===== config.mk =====
export PLATFORM = sky130hd
export DESIGN_NAME = smbus_master_transaction_sequencer
export DESIGN_NICKNAME = d
export VERILOG_FILES = /design/src/sv/smbseq_pkg.sv /design/src/sv/smbseq_in_reg.sv /design/src/sv/smbseq_core.sv /design/src/sv/smbseq_out_reg.sv /design/src/sv/smbus_master_transaction_sequencer.sv
export SDC_FILE = /design/constraint.sdc
export NUM_CORES = 1
export LEC_CHECK = 0
export BUFFER_PORTS_ARGS = -buffer_cell sky130_fd_sc_hd__buf_2
export CAP_MARGIN = 30
export CELL_PAD_IN_SITES_DETAIL_PLACEMENT = 1
export CELL_PAD_IN_SITES_GLOBAL_PLACEMENT = 1
export CORE_MARGIN = 1
export CORE_UTILIZATION = 49
export DETAILED_ROUTE_END_ITERATION = 10
export PLACE_DENSITY = 0.86
export SLEW_MARGIN = 20
export SYNTH_ARGS = -nofsm -noshare
export SYNTH_HDL_FRONTEND = slang
export SYNTH_SLANG_ARGS = --single-unit

===== constraint.sdc =====
create_clock -name clk -period 5.5 [get_ports clk]
set_input_delay 0.275 -clock clk [delete_from_list [all_inputs] [get_ports clk]]
set_output_delay 0.275 -clock clk [all_outputs]
set_load 0.01 [all_outputs]

===== src/sv/smbseq_pkg.sv =====
// Shared types and codes for the SMBus master transaction sequencer.
// No dependencies; every other file refers to this package by scoped names.
package smbseq_pkg;

	// Event kinds carried by an input request
	typedef enum logic [1:0] {
		KIND_REQUEST = 2'd0,
		KIND_STEP    = 2'd1,
		KIND_TIMEOUT = 2'd2
	} kind_t;

	// Transaction types
	typedef enum logic [1:0] {
		OP_WRITE_BYTE = 2'd0,
		OP_READ_BYTE  = 2'd1,
		OP_WRITE_CMD  = 2'd2,
		OP_CMD_READ   = 2'd3
	} op_t;

	// Bus actions issued to the bit-level engine
	typedef enum logic [2:0] {
		ACT_NONE  = 3'd0,
		ACT_START = 3'd1,
		ACT_SEND  = 3'd2,
		ACT_RECV  = 3'd3,
		ACT_STOP  = 3'd4
	} action_t;

	// Completion status codes
	typedef enum logic [2:0] {
		ST_OK        = 3'd0,
		ST_ADDR_NACK = 3'd1,
		ST_BYTE2_NACK = 3'd2,
		ST_BYTE3_NACK = 3'd3,
		ST_TIMEOUT   = 3'd4,
		ST_BUSY      = 3'd5
	} status_t;

	// Transaction phases
	typedef enum logic [3:0] {
		PH_IDLE   = 4'd0,
		PH_START  = 4'd1,
		PH_ADDR   = 4'd2,
		PH_CMD    = 4'd3,
		PH_DATA   = 4'd4,
		PH_RSTART = 4'd5,
		PH_RADDR  = 4'd6,
		PH_RECV   = 4'd7
	} phase_t;

	localparam logic [7:0] ADDR_WRITE_MASK = 8'hFE;
	localparam logic [7:0] ADDR_READ_BIT   = 8'h01;

	typedef struct packed {
		logic [1:0] kind;
		logic [1:0] operation;
		logic [6:0] target_addr;
		logic [7:0] command;
		logic [7:0] write_data;
		logic       ack_seen;
		logic [7:0] received_byte;
	} req_t;

	typedef struct packed {
		action_t    bus_action;
		logic [7:0] bus_byte;
		logic       done_res;
		status_t    status;
		logic [7:0] read_data;
	} res_t;

endpackage


===== src/sv/smbseq_in_reg.sv =====
// Input register stage of the SMBus sequencer.
// Depends on smbseq_pkg for the request struct.
module smbseq_in_reg (
	input  logic               clk,
	input  logic               arst_n,
	input  logic               in_valid,
	output logic               in_stall,
	input  smbseq_pkg::req_t   req,
	input  logic               out_ready,
	output logic               valid_s1,
	output smbseq_pkg::req_t   req_s1
);

	// hold the request while the result side cannot take it
	assign in_stall = valid_s1 && !out_ready;

	always_ff @(posedge clk or negedge arst_n) begin
		if (!arst_n) begin
			valid_s1 <= 1'b0;
		end else if (!in_stall) begin
			valid_s1 <= in_valid;
		end
	end

	always_ff @(posedge clk) begin
		if (!in_stall && in_valid) begin
			req_s1 <= req;
		end
	end

endmodule


===== src/sv/smbseq_core.sv =====
// Phase state machine and held request fields of the SMBus sequencer.
// Depends on smbseq_pkg for codes, phase enum and request/result structs.
module smbseq_core (
	input  logic               clk,
	input  logic               arst_n,
	input  logic               fire,
	input  smbseq_pkg::req_t   req_s1,
	output smbseq_pkg::res_t   res
);

	smbseq_pkg::phase_t phase_q, phase_d;
	smbseq_pkg::op_t    held_op_q;
	logic [6:0]         held_addr_q;
	logic [7:0]         held_cmd_q;
	logic [7:0]         held_data_q;
	logic               latch_req;
	smbseq_pkg::kind_t  kind;
	smbseq_pkg::op_t    req_op;
	logic [7:0]         addr_wr;
	logic [7:0]         addr_rd;

	assign kind    = smbseq_pkg::kind_t'(req_s1.kind);
	assign req_op  = smbseq_pkg::op_t'(req_s1.operation);
	assign addr_wr = {held_addr_q, 1'b0} & smbseq_pkg::ADDR_WRITE_MASK;
	assign addr_rd = {held_addr_q, 1'b0} | smbseq_pkg::ADDR_READ_BIT;

	// next phase
	always_comb begin
		phase_d   = phase_q;
		latch_req = 1'b0;
		unique case (kind)
			smbseq_pkg::KIND_REQUEST: begin
				if (phase_q == smbseq_pkg::PH_IDLE) begin
					phase_d   = smbseq_pkg::PH_START;
					latch_req = 1'b1;
				end
			end
			smbseq_pkg::KIND_TIMEOUT: begin
				phase_d = smbseq_pkg::PH_IDLE;
			end
			smbseq_pkg::KIND_STEP: begin
				unique case (phase_q)
					smbseq_pkg::PH_START: phase_d = smbseq_pkg::PH_ADDR;
					smbseq_pkg::PH_ADDR: begin
						if (!req_s1.ack_seen)
							phase_d = smbseq_pkg::PH_IDLE;
						else if (held_op_q == smbseq_pkg::OP_WRITE_BYTE)
							phase_d = smbseq_pkg::PH_DATA;
						else if (held_op_q == smbseq_pkg::OP_READ_BYTE)
							phase_d = smbseq_pkg::PH_RECV;
						else
							phase_d = smbseq_pkg::PH_CMD;
					end
					smbseq_pkg::PH_CMD: begin
						if (!req_s1.ack_seen)
							phase_d = smbseq_pkg::PH_IDLE;
						else if (held_op_q == smbseq_pkg::OP_WRITE_CMD)
							phase_d = smbseq_pkg::PH_DATA;
						else
							phase_d = smbseq_pkg::PH_RSTART;
					end
					smbseq_pkg::PH_RSTART: phase_d = smbseq_pkg::PH_RADDR;
					smbseq_pkg::PH_RADDR: begin
						phase_d = req_s1.ack_seen ? smbseq_pkg::PH_RECV
						                          : smbseq_pkg::PH_IDLE;
					end
					default: phase_d = smbseq_pkg::PH_IDLE;
				endcase
			end
			default: ;
		endcase
	end

	// result of this event
	always_comb begin
		res            = '0;
		res.bus_action = smbseq_pkg::ACT_NONE;
		res.status     = smbseq_pkg::ST_OK;
		unique case (kind)
			smbseq_pkg::KIND_REQUEST: begin
				if (phase_q == smbseq_pkg::PH_IDLE) begin
					res.bus_action = smbseq_pkg::ACT_START;
				end else begin
					res.done_res = 1'b1;
					res.status   = smbseq_pkg::ST_BUSY;
				end
			end
			smbseq_pkg::KIND_TIMEOUT: begin
				if (phase_q != smbseq_pkg::PH_IDLE) begin
					res.done_res = 1'b1;
					res.status   = smbseq_pkg::ST_TIMEOUT;
				end
			end
			smbseq_pkg::KIND_STEP: begin
				unique case (phase_q)
					smbseq_pkg::PH_START: begin
						res.bus_action = smbseq_pkg::ACT_SEND;
						res.bus_byte = (held_op_q == smbseq_pkg::OP_READ_BYTE) ? addr_rd
						                                                       : addr_wr;
					end
					smbseq_pkg::PH_ADDR: begin
						if (!req_s1.ack_seen) begin
							res.bus_action = smbseq_pkg::ACT_STOP;
							res.done_res   = 1'b1;
							res.status     = smbseq_pkg::ST_ADDR_NACK;
						end else if (held_op_q == smbseq_pkg::OP_WRITE_BYTE) begin
							res.bus_action = smbseq_pkg::ACT_SEND;
							res.bus_byte   = held_data_q;
						end else if (held_op_q == smbseq_pkg::OP_READ_BYTE) begin
							res.bus_action = smbseq_pkg::ACT_RECV;
						end else begin
							res.bus_action = smbseq_pkg::ACT_SEND;
							res.bus_byte   = held_cmd_q;
						end
					end
					smbseq_pkg::PH_CMD: begin
						if (!req_s1.ack_seen) begin
							res.bus_action = smbseq_pkg::ACT_STOP;
							res.done_res   = 1'b1;
							res.status     = smbseq_pkg::ST_BYTE2_NACK;
						end else if (held_op_q == smbseq_pkg::OP_WRITE_CMD) begin
							res.bus_action = smbseq_pkg::ACT_SEND;
							res.bus_byte   = held_data_q;
						end else begin
							res.bus_action = smbseq_pkg::ACT_START;
						end
					end
					smbseq_pkg::PH_DATA: begin
						res.bus_action = smbseq_pkg::ACT_STOP;
						res.done_res   = 1'b1;
						if (!req_s1.ack_seen)
							res.status = (held_op_q == smbseq_pkg::OP_WRITE_CMD)
							             ? smbseq_pkg::ST_BYTE3_NACK
							             : smbseq_pkg::ST_BYTE2_NACK;
					end
					smbseq_pkg::PH_RSTART: begin
						res.bus_action = smbseq_pkg::ACT_SEND;
						res.bus_byte   = addr_rd;
					end
					smbseq_pkg::PH_RADDR: begin
						if (!req_s1.ack_seen) begin
							res.bus_action = smbseq_pkg::ACT_STOP;
							res.done_res   = 1'b1;
							res.status     = smbseq_pkg::ST_ADDR_NACK;
						end else begin
							res.bus_action = smbseq_pkg::ACT_RECV;
						end
					end
					smbseq_pkg::PH_RECV: begin
						res.bus_action = smbseq_pkg::ACT_STOP;
						res.done_res   = 1'b1;
						res.read_data  = req_s1.received_byte;
					end
					default: ;
				endcase
			end
			default: ;
		endcase
	end

	always_ff @(posedge clk or negedge arst_n) begin
		if (!arst_n) begin
			phase_q     <= smbseq_pkg::PH_IDLE;
			held_op_q   <= smbseq_pkg::OP_WRITE_BYTE;
			held_addr_q <= '0;
			held_cmd_q  <= '0;
			held_data_q <= '0;
		end else if (fire) begin
			phase_q <= phase_d;
			if (latch_req) begin
				held_op_q   <= req_op;
				held_addr_q <= req_s1.target_addr;
				held_cmd_q  <= req_s1.command;
				held_data_q <= req_s1.write_data;
			end
		end
	end

endmodule


===== src/sv/smbseq_out_reg.sv =====
// Result register stage of the SMBus sequencer.
// Depends on smbseq_pkg for the result struct.
module smbseq_out_reg (
	input  logic               clk,
	input  logic               arst_n,
	input  logic               fire,
	input  smbseq_pkg::res_t   res,
	input  logic               out_stall,
	output logic               out_ready,
	output logic               valid_s2,
	output smbseq_pkg::res_t   res_s2
);

	// take a new result when empty or when the held one leaves this cycle
	assign out_ready = !valid_s2 || !out_stall;

	always_ff @(posedge clk or negedge arst_n) begin
		if (!arst_n) begin
			valid_s2 <= 1'b0;
		end else if (out_ready) begin
			valid_s2 <= fire;
		end
	end

	always_ff @(posedge clk) begin
		if (out_ready && fire) begin
			res_s2 <= res;
		end
	end

endmodule


===== src/sv/smbus_master_transaction_sequencer.sv =====
// SMBus master transaction sequencer, byte level: top level.
// The input register and the result register separate the two channels, and phase decode
// plus byte select sit between them; a request passes both registers to reach the output.
// Throughput: one request per cycle while out_stall does not hold the result register.
// Reset (arst_n low, asynchronous): both stages empty, phase idle, held fields zero.
// Depends on smbseq_pkg, smbseq_in_reg, smbseq_core and smbseq_out_reg.
module smbus_master_transaction_sequencer (
	input  logic       clk,
	input  logic       arst_n,
	// request channel
	input  logic       in_valid,
	output logic       in_stall,
	input  logic [1:0] kind,
	input  logic [1:0] operation,
	input  logic [6:0] target_addr,
	input  logic [7:0] command,
	input  logic [7:0] write_data,
	input  logic       ack_seen,
	input  logic [7:0] received_byte,
	// result channel
	output logic       out_valid,
	input  logic       out_stall,
	output logic [2:0] bus_action,
	output logic [7:0] bus_byte,
	output logic       done_res,
	output logic [2:0] status,
	output logic [7:0] read_data
);

	smbseq_pkg::req_t req;
	smbseq_pkg::req_t req_s1;
	smbseq_pkg::res_t res;
	smbseq_pkg::res_t res_s2;
	logic             valid_s1;
	logic             valid_s2;
	logic             out_ready;
	logic             fire;

	// gather the request fields
	assign req.kind          = kind;
	assign req.operation     = operation;
	assign req.target_addr   = target_addr;
	assign req.command       = command;
	assign req.write_data    = write_data;
	assign req.ack_seen      = ack_seen;
	assign req.received_byte = received_byte;

	// Stage 1: register the incoming request; stall only when both
	// registers are full and the consumer holds the result.
	smbseq_in_reg u_in (
		.clk       (clk),
		.arst_n    (arst_n),
		.in_valid  (in_valid),
		.in_stall  (in_stall),
		.req       (req),
		.out_ready (out_ready),
		.valid_s1  (valid_s1),
		.req_s1    (req_s1)
	);

	// Advance the phase machine exactly when the stage-1 request moves
	// into the result register, so state and results stay in step.
	assign fire = valid_s1 && out_ready;

	smbseq_core u_core (
		.clk    (clk),
		.arst_n (arst_n),
		.fire   (fire),
		.req_s1 (req_s1),
		.res    (res)
	);

	// Stage 2: result register facing the bus engine.
	smbseq_out_reg u_out (
		.clk       (clk),
		.arst_n    (arst_n),
		.fire      (fire),
		.res       (res),
		.out_stall (out_stall),
		.out_ready (out_ready),
		.valid_s2  (valid_s2),
		.res_s2    (res_s2)
	);

	assign out_valid  = valid_s2;
	assign bus_action = res_s2.bus_action;
	assign bus_byte   = res_s2.bus_byte;
	assign done_res   = res_s2.done_res;
	assign status     = res_s2.status;
	assign read_data  = res_s2.read_data;

endmodule


==> reports/qor.txt <==
final setup TNS: 0 ns
post-CTS setup buffer count: 0
Peak VDD IR: 0.211 mV
Slew HR: 45.6%
Layout Nets: 334
PostCTS Resize Cnt: 0
# H-tree levels: 3
drc violations: 0
sequential share of power: 58.7%
adder-cell area share of the yosys netlist: 1.41%
DIE HEIGHT: 87.0 um
TritonCTS clock tree: built
Worst Path Required: 5.70 ns
CTS clk-pin slew, worst paths: 0.09 ns
clk sink count: 89
fraction of synthesized area in multiplexers: 8.38%
Setup crit start kind: flop
routability cong.: 0.781
cell internal pwr: 0.00116 W
Final ANT Viol Nets: 0
hold_buf cts: 1
initial antenna violation count: 0
DR vias/cell: 5.33
syn_area_per_cell: 15.8 um^2
Clk Latency, worst-skew pair: 0.35 ns
# setup viols final: 0
pin count of the biggest net entering global routing: 37
CP Class: flop to flop
Net Sw Frac: 27.6%
Starting Density: 51.5%
Placeable Area: 6870 um^2
post-synthesis simple-gate area fraction: 9.87%
crit share post-route: 35.4%
pwr dens: 392 nW/um^2
MaxCap Viol Count: 0
register area share after synthesis: 71.3%
worst hold path type: input pin to flop
vias: 2,083
All-Layer GR Usage: 19.8%
DIE AREA: 7560 um^2
combinational fraction of design power: 17.0%
Compound-Gate Fraction of Synth Area: 6.26%
YS warnings: 0
area share of the largest cell type after synthesis: 50.1%
First DRT Iteration DRCs: 110
Post-Synth XOR/XNOR Area: 0.248%
Wirelength per Cell: 17.5 um
Clk pwr share: 24.3%
Final Skew: 0.00777 ns
Inserted Clock Buffers: 9
status: finished, final reports clean
crit path setup slack, layout: 3.55 ns
IO Count: 65
first-pass GRT wire length: 10,700 um
final wirelength: 6840 um
vias in the first global route: 2,183
detailed placement HPWL: 4850 um
GRT overflow: 0
Synth area leader: edfxtp_1
post-route minimum period: 1.95 ns
Final Hold Viols: 0
RSZ-0062 raised after global routing: false
port bufs: 64
antenna cell count: 0
Achievable Freq: 0.513 GHz
most frequent cells in the layout: buf_2 (64), edfxtp_1 (59), dfrtp_1 (30)
Slew @ Worst Pin: 0.816 ns
Max FO, Critical Path: 20
DRT Pass-1 Iters: 4
Crit-path slowest cell: dfrtp_1
final core utilization: 59.7%
largest family of logic cells by synthesized area: simple AND/OR/NAND/NOR gates
Clock Root Buffer: clkbuf_8
Post-synth EDFFs: 59
most common cell after layout, fill and taps aside: buf_2
row count: 30
Critical Path End Type: flop
CP cell instances: nor2b_1 -> a222oi_1 -> nor2_1
P&R area growth vs syn: 15.9%
Syn Inst Count: 224
Syn Nets: 268
deepest clock path buffer count: 2
Slew Viols, Final: 0
Worst EP arrival: 2.15 ns
flops & latches, synth: 89
Synth area leaders: edfxtp_1 (50%), dfrtp_1 (21%), mux2_2 (7.6%)
Place WS: 3.58 ns
Die X: 87.0 um
Post-Syn Area: 3540 um^2
asr flop ratio synth: 33.7%
layout cell share with drive strength beyond 1: 36.9%
Most used DFF post-synth: edfxtp_1
P_sw: 0.000444 W
Static Leak: 1.65 nW
synth unique cells: 44
max incr delay on CP: 0.77 ns
==> layout make-up <==
cell class,count,area (um^2)
flip-flops and latches,89,2520
multi-input cells,120,927
repair buffers,66,345
well taps,96,120
clock buffers,10,128
inverters,4,15.0
fillers,694,2770
clock inverters,6,42.5
==> state kept, by name, indices dropped and copies added (netlist names) <==
name,cells
u_core.held_op_q,2
u_core.held_cmd_q,8
u_core.held_addr_q,7
u_in.req_s1,36
u_core.held_data_q,8
u_in.valid_s1,1
u_out.res_s2,23
u_out.valid_s2,1
u_core.phase_q,3
==> critical path, delay by kind of cell (launching register included) <==
| kind | cells | cell delay [ns] |
|---|---|---|
| flops | 1 | 0.77 |
| simple gates | 2 | 0.78 |
| compound gates | 1 | 0.25 |
==> per-stage QoR <==
| stage | total power, W | std cells | hold slack (ns) | instance area [um^2] |
|---|---|---|---|---|
| after global routing | 0.00168 | 391 | 0.0725 | 4100 |
| after floorplan | 0.00114 | 224 | -0.0206 | 3540 |
| after global placement | 0.00120 | 373 | 0.337 | 3910 |
| after CTS | 0.00162 | 391 | 0.0840 | 4100 |
| final | 0.00161 | 391 | 0.0952 | 4100 |
| after detailed placement | 0.00123 | 374 | 0.355 | 3920 |
==> cell families (layout without fill, tap and decap cells) <==
family | count (synthesis) | after routing
AOI/OAI and AO/OA | 30 | 30
xor gates and xnor gates | 1 | 1
adders and majority gates | 4 | 4
buffers and inverters | 15 | 86
DFF | 89 | 89
muxes | 26 | 26
and+or+nand+nor | 59 | 59
==> final timing paths <==
path | startpoint | to | slack [ns] | cells after the start
setup / recovery | u_core.phase_q[0]$_DFFE_PN0P_ | u_out.res_s2[16]$_SDFFCE_PN0P_ | 3.55 | 3
hold reg to reg | u_in.req_s1[24]$_DFFE_PP_ | u_core.held_cmd_q[7]$_DFFE_PN0P_ | 0.49 | 1
max in group asynchronous | arst_n | u_core.phase_q[0]$_DFFE_PN0P_ | 4.55 | 2
min in group asynchronous | arst_n | u_core.held_cmd_q[2]$_DFFE_PN0P_ | 0.50 | 2
hold / removal | target_addr[4] | u_in.req_s1[29]$_DFFE_PP_ | 0.1 | 1
setup reg to reg | u_core.phase_q[0]$_DFFE_PN0P_ | u_out.res_s2[16]$_SDFFCE_PN0P_ | 3.55 | 3
==> cell usage after synthesis (2+ instances only) <==
cell	number
and2_1	11
buf_2	4
nand2_1	13
a21o_1	3
o21ai_0	8
o211ai_1	2
nor2b_1	4
nor2_1	13
nor3_1	2
buf_6	3
dfrtp_1	30
nand2b_1	4
a21oi_1	2
ha_1	4
inv_1	4
clkbuf_1	2
mux2_2	24
a222oi_1	7
edfxtp_1	59
==> power groups by stage <==
| stage | sequential, W | combinational [W] | clock, W |
|---|---|---|---|
| global route | 0.000959 | 0.000299 | 0.000427 |
| finish | 0.000945 | 0.000273 | 0.000390 |
| detailed placement | 0.000958 | 0.000273 | 0 |
| CTS | 0.000944 | 0.000277 | 0.000400 |
| floorplan | 0.000924 | 0.000212 | 0 |
| global placement | 0.000945 | 0.000251 | 0 |
==> routing by layer <==
layer,wire length [um],track usage [%],vias to the layer above
li1,-,-,965
met1,2790,22.8,1044
met2,3700,36.1,62
met3,223,3.70,12
met4,126,8.18,0
met5,0,0,-
(Power assumes the default switching activity.)
